--- src/ivalloc_ram.sv ---
module ivalloc_ram #(
    parameter int WIDTH = 8,
    parameter int DEPTH = 256
) (
    input  logic                     i_clk,
    input  logic                     i_we,
    input  logic [$clog2(DEPTH)-1:0] i_waddr,
    input  logic [WIDTH-1:0]         i_wdata,
    input  logic [$clog2(DEPTH)-1:0] i_raddr,
    output logic [WIDTH-1:0]         o_rdata
);
    logic [WIDTH-1:0] r_mem [DEPTH];
    logic [WIDTH-1:0] r_rdata;

    always_ff @(posedge i_clk) begin
        if (i_we) begin
            r_mem[i_waddr] <= i_wdata;
        end
        r_rdata <= r_mem[i_raddr];
    end

    assign o_rdata = r_rdata;
endmodule

--- config.mk ---
export PLATFORM = sky130hd
export DESIGN_NAME = ivalloc_ram
export DESIGN_NICKNAME = d
export VERILOG_FILES = /design/src/ivalloc_ram.sv
export SDC_FILE = /design/constraint.sdc
export NUM_CORES = 2
export LEC_CHECK = 0
export ABC_AREA = 1
export BUFFER_PORTS_ARGS = -buffer_cell sky130_fd_sc_hd__buf_2
export CORE_MARGIN = 1.5
export CORE_UTILIZATION = 40
export DETAILED_ROUTE_END_ITERATION = 12
export GPL_ROUTABILITY_DRIVEN = 0
export REMOVE_ABC_BUFFERS = 1
export SYNTH_ARGS = -nofsm -noshare
export SYNTH_HDL_FRONTEND = slang
export SYNTH_SLANG_ARGS = --single-unit
--- constraint.sdc ---
create_clock -name i_clk -period 2.9 [get_ports i_clk]
set_input_delay 0.87 -clock i_clk [delete_from_list [all_inputs] [get_ports i_clk]]
set_output_delay 0.87 -clock i_clk [all_outputs]
set_load 0.01 [all_outputs]
==> flow_metrics.env <==
export IMPL_drt_initial_drc_count=6571
export IMPL_cts_tree="built"
export IMPL_commonest_non_fill_non_tap_cell_in_the_layout="sky130_fd_sc_hd__nand2_1"
export IMPL_type_of_the_tightest_min_delay_check="input pin to flip-flop"
export IMPL_placement_rows=167
export IMPL_cell_count_along_the_critical_path=1
export IMPL_worstMarginPinSlew_ps=668.8
export IMPL_max_slew_margin=0.5542
export IMPL_io_buffers=33
export IMPL_muxShareOfSynthArea=0
export IMPL_grt_first_pass_wirelength_microns=356900
export IMPL_wirelength_microns=242000
export IMPL_final_min_period_over_clock_period=0.8869
export IMPL_ctsHoldBuffers=0
export IMPL_fillCellCount=18230
export IMPL_grt_start_max_net_pins=90
export IMPL_total_power_uw=62670
export IMPL_start_util=0.4027
export IMPL_area_growth_synth_to_final_pct=16.91
export IMPL_postCtsSetupRepairBufs=0
export IMPL_worst_path_largest_cell_delay_ps=610
export IMPL_timing_fmax_mhz=388.8
export IMPL_timing_hold_worst_path_depth=1
export IMPL_clock_latency_reported_for_the_late_side_of_the_worst_skew_pair_ps=870
export IMPL_commonest_cells_after_routing_fill_and_taps_aside="sky130_fd_sc_hd__nand2_1 (2,120), sky130_fd_sc_hd__edfxtp_1 (2,048), sky130_fd_sc_hd__nand3_1 (2,019)"
export IMPL_netlist_area_sq_mm=0.08340
export IMPL_cp_start_kind="flip-flop"
export IMPL_synth_simple_gate_area_frac=0.2295
export IMPL_grt_pass1_vias=53750
export IMPL_cts_path_max_buffers=3
export IMPL_worstSetupPathType="flip-flop to output port"
export IMPL_die_height_microns=459.6
export IMPL_power_per_cell_area_mw_per_mm2=642.8
export IMPL_worst_path_buf_inv=1
export IMPL_post_cts_sizing=0
export IMPL_track_usage=0.2263
export IMPL_num_nets_final=7422
export IMPL_ioPinCount=34
export IMPL_htree_levels=4
export IMPL_critical_path_arrival_ps=1700
export IMPL_status="finished clean"
export IMPL_yosys_warnings=0
export IMPL_grt_overflow_total=0
export IMPL_timing_critical_path_max_delay_family="flip-flops"
export IMPL_per_instance_average_area_after_synthesis_sq_um=11.91
export IMPL_design_core_area_sq_mm=0.2071
export IMPL_synth_compound_area_frac=0
export IMPL_p_leak_uw=0.03465
export IMPL_synth_top_family_by_area="simple AND/OR/NAND/NOR gates"
export IMPL_remaining_drc_errors=0
export IMPL_setup_violations=0
export IMPL_root_buffer="sky130_fd_sc_hd__clkbuf_16"
export IMPL_post_synth_fa_ha_maj_area_fraction=0
export IMPL_clk_pin_slew_worst_paths_ps=60
export IMPL_worst_ir_drop_vdd_mv=0.5140
export IMPL_clock_sinks=2056
export IMPL_cts_inserted_buffers=205
export IMPL_cp_cell_sequence="buf_2"
export IMPL_ratio_of_cells_with_drive_above_1_in_the_final_layout=0.1256
export IMPL_cp_end_kind="output port"
export IMPL_drv_max_cap_violation_count=0
export IMPL_worst_slack_ps=328.0
export IMPL_finalHoldViolations=0
export IMPL_critical_path_max_fanout=2
export IMPL_firstDrtPassIters=8
export IMPL_reg2reg_depth=10
export IMPL_post_place_ws_ps=-283.0
export IMPL_slew_viol_final=0
export IMPL_timing_critical_path_slowest_stage_cell="sky130_fd_sc_hd__dfxtp_1"
export IMPL_grt_antenna_before_repair=12
export IMPL_cp_required_ps=2030
export IMPL_drt_vias_per_instance=5.453
export IMPL_clock_skew_final_ps=57.11
export IMPL_ys_seq_area_frac=0.7394
export IMPL_die_area_sq_mm=0.2112
export IMPL_average_wire_length_per_cell_after_detail_routing_microns=23.37
export IMPL_library_cells_used_by_synthesis=14
export IMPL_post_synth_xor_area_fraction=0
export IMPL_hpwlAfterDp_microns=147600
export IMPL_die_width_microns=459.6
export IMPL_postSynthCellCount=7003
export IMPL_detailroute_via_count=56490
export IMPL_timing_final_crit_period_ps=2572
export IMPL_drt_antenna_violating_nets=0
export IMPL_flop_and_latch_count_out_of_synthesis=2056
export IMPL_grt_setup_unrepaired="false"
==> layer usage <==
| layer | part of all wire | wire length [microns] | global-route usage | up-vias |
|---|---|---|---|---|
| li1 | - | - | - | 25670 |
| met1 | 0.41 | 98970 | 0.3113 | 27850 |
| met2 | 0.48 | 115400 | 0.3659 | 2554 |
| met3 | 0.080 | 19250 | 0.03434 | 411 |
| met4 | 0.035 | 8449 | 0.07906 | 2 |
| met5 | 0.000029 | 7 | 0 | - |
==> through the flow <==
step                      utilization  cells  cell area [sq um]  TNS [ps]  hold slack [ps]
final                          0.4708  10360              97490         0            359.8
after CTS                      0.4708  10350              97480         0            309.2
after global routing           0.4708  10360              97490         0            325.2
after floorplan                     -   6520              80940    -28900            834.7
after global placement         0.4396   9977              91020     -1779            972.1
after detailed placement       0.4396   9977              91020     -1777            971.8
==> cell type report <==
class                   instances  area (sq um)  area share
flip-flops and latches       2056         61660      0.6324
clock inverters               124          1151     0.01181
multi-input cells            4425         19140      0.1964
inverters                      39         180.2    0.001848
diodes                          5         12.51   0.0001283
well taps                    2788          3488     0.03578
repair buffers                669          6554     0.06722
clock buffers                 252          5306     0.05443
==> final timing paths <==
kind | startpoint | endpoint | slack [ps]
setup / recovery | o_rdata[5]$_DFF_P_ | o_rdata[5] | 330
hold / removal | i_wdata[2] | r_mem[38][2]$_DFFE_PP_ | 360
setup reg to reg | r_mem[141][3]$_DFFE_PP_ | o_rdata[3]$_DFF_P_ | 830
hold reg to reg | r_mem[82][6]$_DFFE_PP_ | o_rdata[6]$_DFF_P_ | 990
==> logic make-up after synthesis <==
family        after synthesis
simple gates             4425
flops                    2056
buf+inv                   522
==> flip-flops by register name, indices dropped and copies added, names as in the netlist <==
| signal | cells |
|---|---|
| o_rdata | 8 |
| r_mem | 2048 |
==> synth_stat cells <==
master / count / share of area
sky130_fd_sc_hd__nor2_1: 283 / 0.013
sky130_fd_sc_hd__buf_2: 268 / 0.016
sky130_fd_sc_hd__inv_2: 2 / 0.000090
sky130_fd_sc_hd__buf_8: 1 / 0.00018
sky130_fd_sc_hd__buf_1: 40 / 0.0018
sky130_fd_sc_hd__nand2_1: 2123 / 0.096
sky130_fd_sc_hd__inv_4: 1 / 0.000075
sky130_fd_sc_hd__buf_4: 46 / 0.0041
sky130_fd_sc_hd__edfxtp_1: 2048 / 0.74
sky130_fd_sc_hd__dfxtp_1: 8 / 0.0019
sky130_fd_sc_hd__buf_6: 16 / 0.0022
sky130_fd_sc_hd__inv_1: 36 / 0.0016
sky130_fd_sc_hd__nand3_1: 2019 / 0.12
sky130_fd_sc_hd__clkbuf_1: 112 / 0.0050
==> where the power goes <==
part	switching (uW)	total, uW	leakage [uW]	internal [uW]
combinational	2980	4210	0.0130	1230
sequential	42.3	32800	0.0185	32700
clock	11400	25700	0.00314	14200
(Power assumes the default switching activity.)
