**config.mk**
```make
export PLATFORM = sky130hd
export DESIGN_NAME = ivalloc_scan
export DESIGN_NICKNAME = d
export VERILOG_FILES = /design/src/ivalloc_pkg.sv /design/src/ivalloc_scan.sv
export SDC_FILE = /design/constraint.sdc
export NUM_CORES = 1
export LEC_CHECK = 0
export ABC_AREA = 1
export BUFFER_PORTS_ARGS = -buffer_cell sky130_fd_sc_hd__buf_2
export CORE_ASPECT_RATIO = 1.75
export CORE_MARGIN = 5
export CORE_UTILIZATION = 39
export DETAILED_ROUTE_END_ITERATION = 7
export GPL_TIMING_DRIVEN = 0
export PLACE_DENSITY = 0.75
export SLEW_MARGIN = 10
export SYNTH_ARGS = -nofsm -noshare
export SYNTH_HDL_FRONTEND = slang
export SYNTH_SLANG_ARGS = --single-unit
```
**constraint.sdc**
```tcl
create_clock -name i_clk -period 2.1 [get_ports i_clk]
set_input_delay 0.315 -clock i_clk [delete_from_list [all_inputs] [get_ports i_clk]]
set_output_delay 0.315 -clock i_clk [all_outputs]
set_load 0.02 [all_outputs]
```
**src/ivalloc_pkg.sv**
```systemverilog
package ivalloc_pkg;

    localparam int NUM_VECTORS = 256;
    localparam int VW = $clog2(NUM_VECTORS);

    localparam logic [2:0] OP_RESERVE    = 3'd0;
    localparam logic [2:0] OP_UNRESERVE  = 3'd1;
    localparam logic [2:0] OP_CONNECT    = 3'd2;
    localparam logic [2:0] OP_DISCONNECT = 3'd3;
    localparam logic [2:0] OP_SHARE      = 3'd4;

    localparam int FLAG_RESV  = 0;
    localparam int FLAG_CONN  = 1;
    localparam int FLAG_SHARE = 2;

    localparam logic CFG_FIRST = 1'b0;
    localparam logic CFG_LAST  = 1'b1;

    localparam logic [7:0] CNT_MAX   = 8'd255;
    localparam logic [8:0] INUSE_MAX = 9'd511;

    typedef struct packed {
        logic [2:0]  opcode;
        logic [7:0]  vector_number;
        logic        any_vector;
        logic [15:0] vendor_id;
        logic [15:0] device_id;
    } t_in;

    typedef struct packed {
        logic       success;
        logic [7:0] vector_result;
        logic       was_shared;
    } t_out;

    typedef struct packed {
        logic [2:0]  flags;
        logic [7:0]  cnt;
        logic [31:0] cls;
    } t_entry;

    localparam int ENTRY_W = $bits(t_entry);

    typedef struct packed {
        logic          clr;
        logic          en;
        logic [VW-1:0] idx;
        logic [7:0]    last;
        logic [31:0]   cls;
    } t_scan_ctl;

    typedef struct packed {
        logic          free_fnd;
        logic [VW-1:0] free_idx;
        logic          cls_fnd;
        logic [VW-1:0] cls_idx;
        logic          all_fnd;
        logic [VW-1:0] all_idx;
    } t_scan_res;

endpackage

```
**src/ivalloc_scan.sv**
```systemverilog
module ivalloc_scan (
    input  logic                  i_clk,
    input  logic                  i_rst_n,
    input  ivalloc_pkg::t_scan_ctl i_ctl,
    input  ivalloc_pkg::t_entry   i_ent,
    output ivalloc_pkg::t_scan_res o_res
);
    ivalloc_pkg::t_scan_res r_res, n_res;
    logic [8:0] r_cls_cnt, n_cls_cnt;
    logic [8:0] r_all_cnt, n_all_cnt;
    logic       below_last;

    always_comb begin
        n_res      = r_res;
        n_cls_cnt  = r_cls_cnt;
        n_all_cnt  = r_all_cnt;
        below_last = {1'b0, i_ctl.idx} < {1'b0, i_ctl.last};
        if (i_ctl.clr) begin
            n_res     = '0;
            n_cls_cnt = 9'd256;
            n_all_cnt = 9'd256;
        end else if (i_ctl.en) begin
            if (!r_res.free_fnd && i_ent.flags == 3'd0) begin
                n_res.free_fnd = 1'b1;
                n_res.free_idx = i_ctl.idx;
            end
            // sharing candidates exclude the last window vector
            if (below_last) begin
                if (i_ent.cls == i_ctl.cls && {1'b0, i_ent.cnt} < r_cls_cnt) begin
                    n_res.cls_fnd = 1'b1;
                    n_res.cls_idx = i_ctl.idx;
                    n_cls_cnt     = {1'b0, i_ent.cnt};
                end
                if ({1'b0, i_ent.cnt} < r_all_cnt) begin
                    n_res.all_fnd = 1'b1;
                    n_res.all_idx = i_ctl.idx;
                    n_all_cnt     = {1'b0, i_ent.cnt};
                end
            end
        end
    end

    always_ff @(posedge i_clk) begin
        if (!i_rst_n) begin
            r_res     <= '0;
            r_cls_cnt <= 9'd256;
            r_all_cnt <= 9'd256;
        end else begin
            r_res     <= n_res;
            r_cls_cnt <= n_cls_cnt;
            r_all_cnt <= n_all_cnt;
        end
    end

    assign o_res = r_res;
endmodule
```
==> flow_summary.json <==
{
  "wire_per_inst_um": 11.8,
  "start_util": 0.397,
  "crit_fanout": 10,
  "syn_inst": 492,
  "dpl_cell_area_um2": 3700,
  "yosys.area.top_type_share": 0.302,
  "switching_share": 0.266,
  "synth_compound_area_frac": 0.0809,
  "tritoncts": "built",
  "synthMuxAreaShare": 0,
  "power_mw": 2.12,
  "cp-end-kind": "register",
  "rsz0062_at_grt": "no",
  "cap_violations": 0,
  "relSlewSlack": 0.517,
  "arrival_ns": 2.13,
  "clock_skew_ns": 0.00202,
  "nets": 737,
  "synth_top_family_by_area": "simple AND/OR/NAND/NOR gates",
  "cts_sinks": 45,
  "grtUsageTotal": 0.177,
  "worstPathCellList": "buf_2 > ha_1 > nand2_1 > inv_2 > nand2_1 > nand4_1 > a21oi_4 > and2b_1 > buf_4 > inv_2 > buf_6 > nor2_1 > nor2_1",
  "die_h_um": 126,
  "path_class": "input pin to register",
  "syn_nets": 608,
  "ioPinCount": 122,
  "diodes": 0,
  "fp-row-count": 42,
  "synth_edf_count": 0,
  "grt_pass1_wl_um": 14300,
  "clockBufferDepth": 2,
  "drt_wl_total_um": 8360,
  "seq_power_share": 0.417,
  "power_leakage_nw": 2.25,
  "synth_area_leaders": "dfxtp_1 (30%), nand2_1 (16%), inv_1 (15%)",
  "firstDrtPassIters": 4,
  "ys_warn_count": 0,
  "grt_pass1_vias": 3432,
  "fillers": 774,
  "synth_cell_types": 25,
  "grt_max_degree": 14,
  "cts-root-buf": "clkbuf_16",
  "yosysTopAreaCell": "dfxtp_1",
  "power_density_nw_per_um2": 547,
  "avgSynthCellArea_um2": 6.07,
  "yosysSeqAreaShare": 0.302,
  "dp_hpwl_um": 7060,
  "synth-simple-area-share": 0.337,
  "status": "complete, no violations",
  "max_freq_ghz": 0.514,
  "clkPwrFrac": 0.387,
  "min_period_over_period": 0.926,
  "yosys-top-cells-count": "nand2_1 (125), inv_1 (116), nor2_1 (84)",
  "layout-drive-gt1-share": 0.233,
  "hold_violations": 0,
  "numCtsBuffers": 5,
  "synth_fa_ha_area_frac": 0.0881,
  "dieArea_um2": 9570,
  "viasPerCell": 4.67,
  "syn2layout_area_growth_pct": 29.9,
  "cp_slowest_cell": "a21oi_4",
  "gp_congestion": 0.770,
  "power_switching_mw": 0.564,
  "io_buffers": 121,
  "synth_area_um2": 2980,
  "vias": 3317,
  "min_path_type": "input pin to register",
  "p_int_mw": 1.55,
  "final_max_slew_viol_count": 0,
  "period_needed_ns": 1.95,
  "synth_seq_cells": 45,
  "initialDrtViolationCount": 66,
  "ant_nets": 0,
  "cts_max_level": 2,
  "design_area_um2": 3870,
  "worst_path_largest_cell_delay_ns": 0.34,
  "setup_violations": 0,
  "synth-main-ff-cell": "dfxtp_1",
  "grt_overflow_total": 0,
  "drc": 0,
  "cp-start-kind": "input pin",
  "async_flop_share": 0,
  "synth_most_common_cell": "nand2_1",
  "power_frac_comb": 0.197,
  "antenna_found_initial": 0,
  "cp.required_ns": 2.28,
  "clkTransAtPathRegs_ns": 0.06,
  "clk_latency_ns": 0.29,
  "tightest_slew_ns": 0.723,
  "core-area_um2": 7510,
  "fp.dieW_um": 76.1,
  "vdd_drop_max_mv": 0.573,
  "synth_xor_area_frac": 0.0176
}
==> final cells by class <==
class / count / area, um2 / share of cell area
Multi-Input combinational cell: 316 / 1570 / 0.406
Sequential cell: 45 / 901 / 0.232
Timing Repair Buffer: 122 / 613 / 0.158
Inverter: 119 / 447 / 0.115
Clock buffer: 7 / 153 / 0.0394
Tap cell: 88 / 110 / 0.0284
Buffer: 12 / 75.1 / 0.0194
Clock inverter: 1 / 5.00 / 0.00129
==> flip-flops by register name, summed over array words and instances, names as in the netlist <==
signal and cells:
o_res 27, r_all_cnt 9, r_cls_cnt 9
==> worst max-delay path: cells and delay by family <==
family,cells,cell delay (ns)
AND/OR/NAND/NOR,6,0.62
buffers and inverters,5,0.57
AO/OA/AOI/OAI,1,0.34
adder cells (fa/ha/maj),1,0.28
==> final timing paths <==
path | slack [ns] | cells after the start | to | start
max | 0.15 | 13 | o_res[6] | i_ctl[46]
min | 0.29 | 3 | r_all_cnt[0] | i_ent[32]
max reg2reg | 0.22 | 12 | o_res[6] | r_all_cnt[6]
min reg2reg | 0.45 | 2 | o_res[17] | o_res[17]
==> metal layers <==
| metal | GRT usage | wire (um) |
|---|---|---|
| met5 | 0 | 0 |
| met4 | 0.0968 | 361 |
| met3 | 0.0400 | 608 |
| met2 | 0.335 | 4300 |
| met1 | 0.173 | 3090 |
==> through the flow <==
stage	cells	hold WS [ns]	worst slack (ns)	util	TNS, ns
2_1_floorplan	492	0.419	0.217	-	0
3_3_place_gp	701	0.432	-0.0727	0.492	-0.974
3_5_place_dp	701	0.446	-0.140	0.492	-2.01
4_1_cts	709	0.276	0.0165	0.513	0
5_1_grt	710	0.309	0.0168	0.516	0
6_report	710	0.286	0.155	0.516	0
==> logic make-up (layout without fill, tap and decap cells) <==
| family | count (synthesis) | in the layout |
|---|---|---|
| and+or+nand+nor | 243 | 243 |
| buffers and inverters | 131 | 261 |
| AOI/OAI and AO/OA | 46 | 46 |
| DFF | 45 | 45 |
| adders and majority gates | 21 | 21 |
| xor gates and xnor gates | 6 | 6 |
==> placed cells by master (no fill, tap or decap) <==
cell type,instances
xor2_1,1
a21oi_2,1
and2b_1,1
nand3_4,1
nand2_1,125
buf_1,1
nand3_1,6
clkbuf_1,4
ha_1,21
nand4_1,21
nor3_1,2
nor3b_1,1
clkinv_2,1
dfxtp_1,45
nor2_1,84
buf_4,2
clkbuf_16,5
o21ai_1,7
a21oi_1,16
clkbuf_8,2
nor2_4,2
o21ai_0,21
xnor2_1,5
buf_6,3
inv_2,3
inv_1,116
a21oi_4,1
clkbuf_2,1
buf_2,123
==> power groups by stage <==
| stage | clock network [mW] | registers [mW] | logic (mW) |
|---|---|---|---|
| 2_1_floorplan | 0 | 0.914 | 0.224 |
| 3_3_place_gp | 0 | 0.901 | 0.399 |
| 3_5_place_dp | 0 | 0.901 | 0.419 |
| 4_1_cts | 0.841 | 0.883 | 0.422 |
| 5_1_grt | 0.874 | 0.884 | 0.479 |
| 6_report | 0.819 | 0.883 | 0.417 |
==> timing repair <==
action / CTS / global route
setup endpoints to repair: 0 / 14
hold buffers: 0 / 0
gates resized for setup: 0 / 4
buffers inserted: 0 / 1
Power figures use the tool's default switching activity.
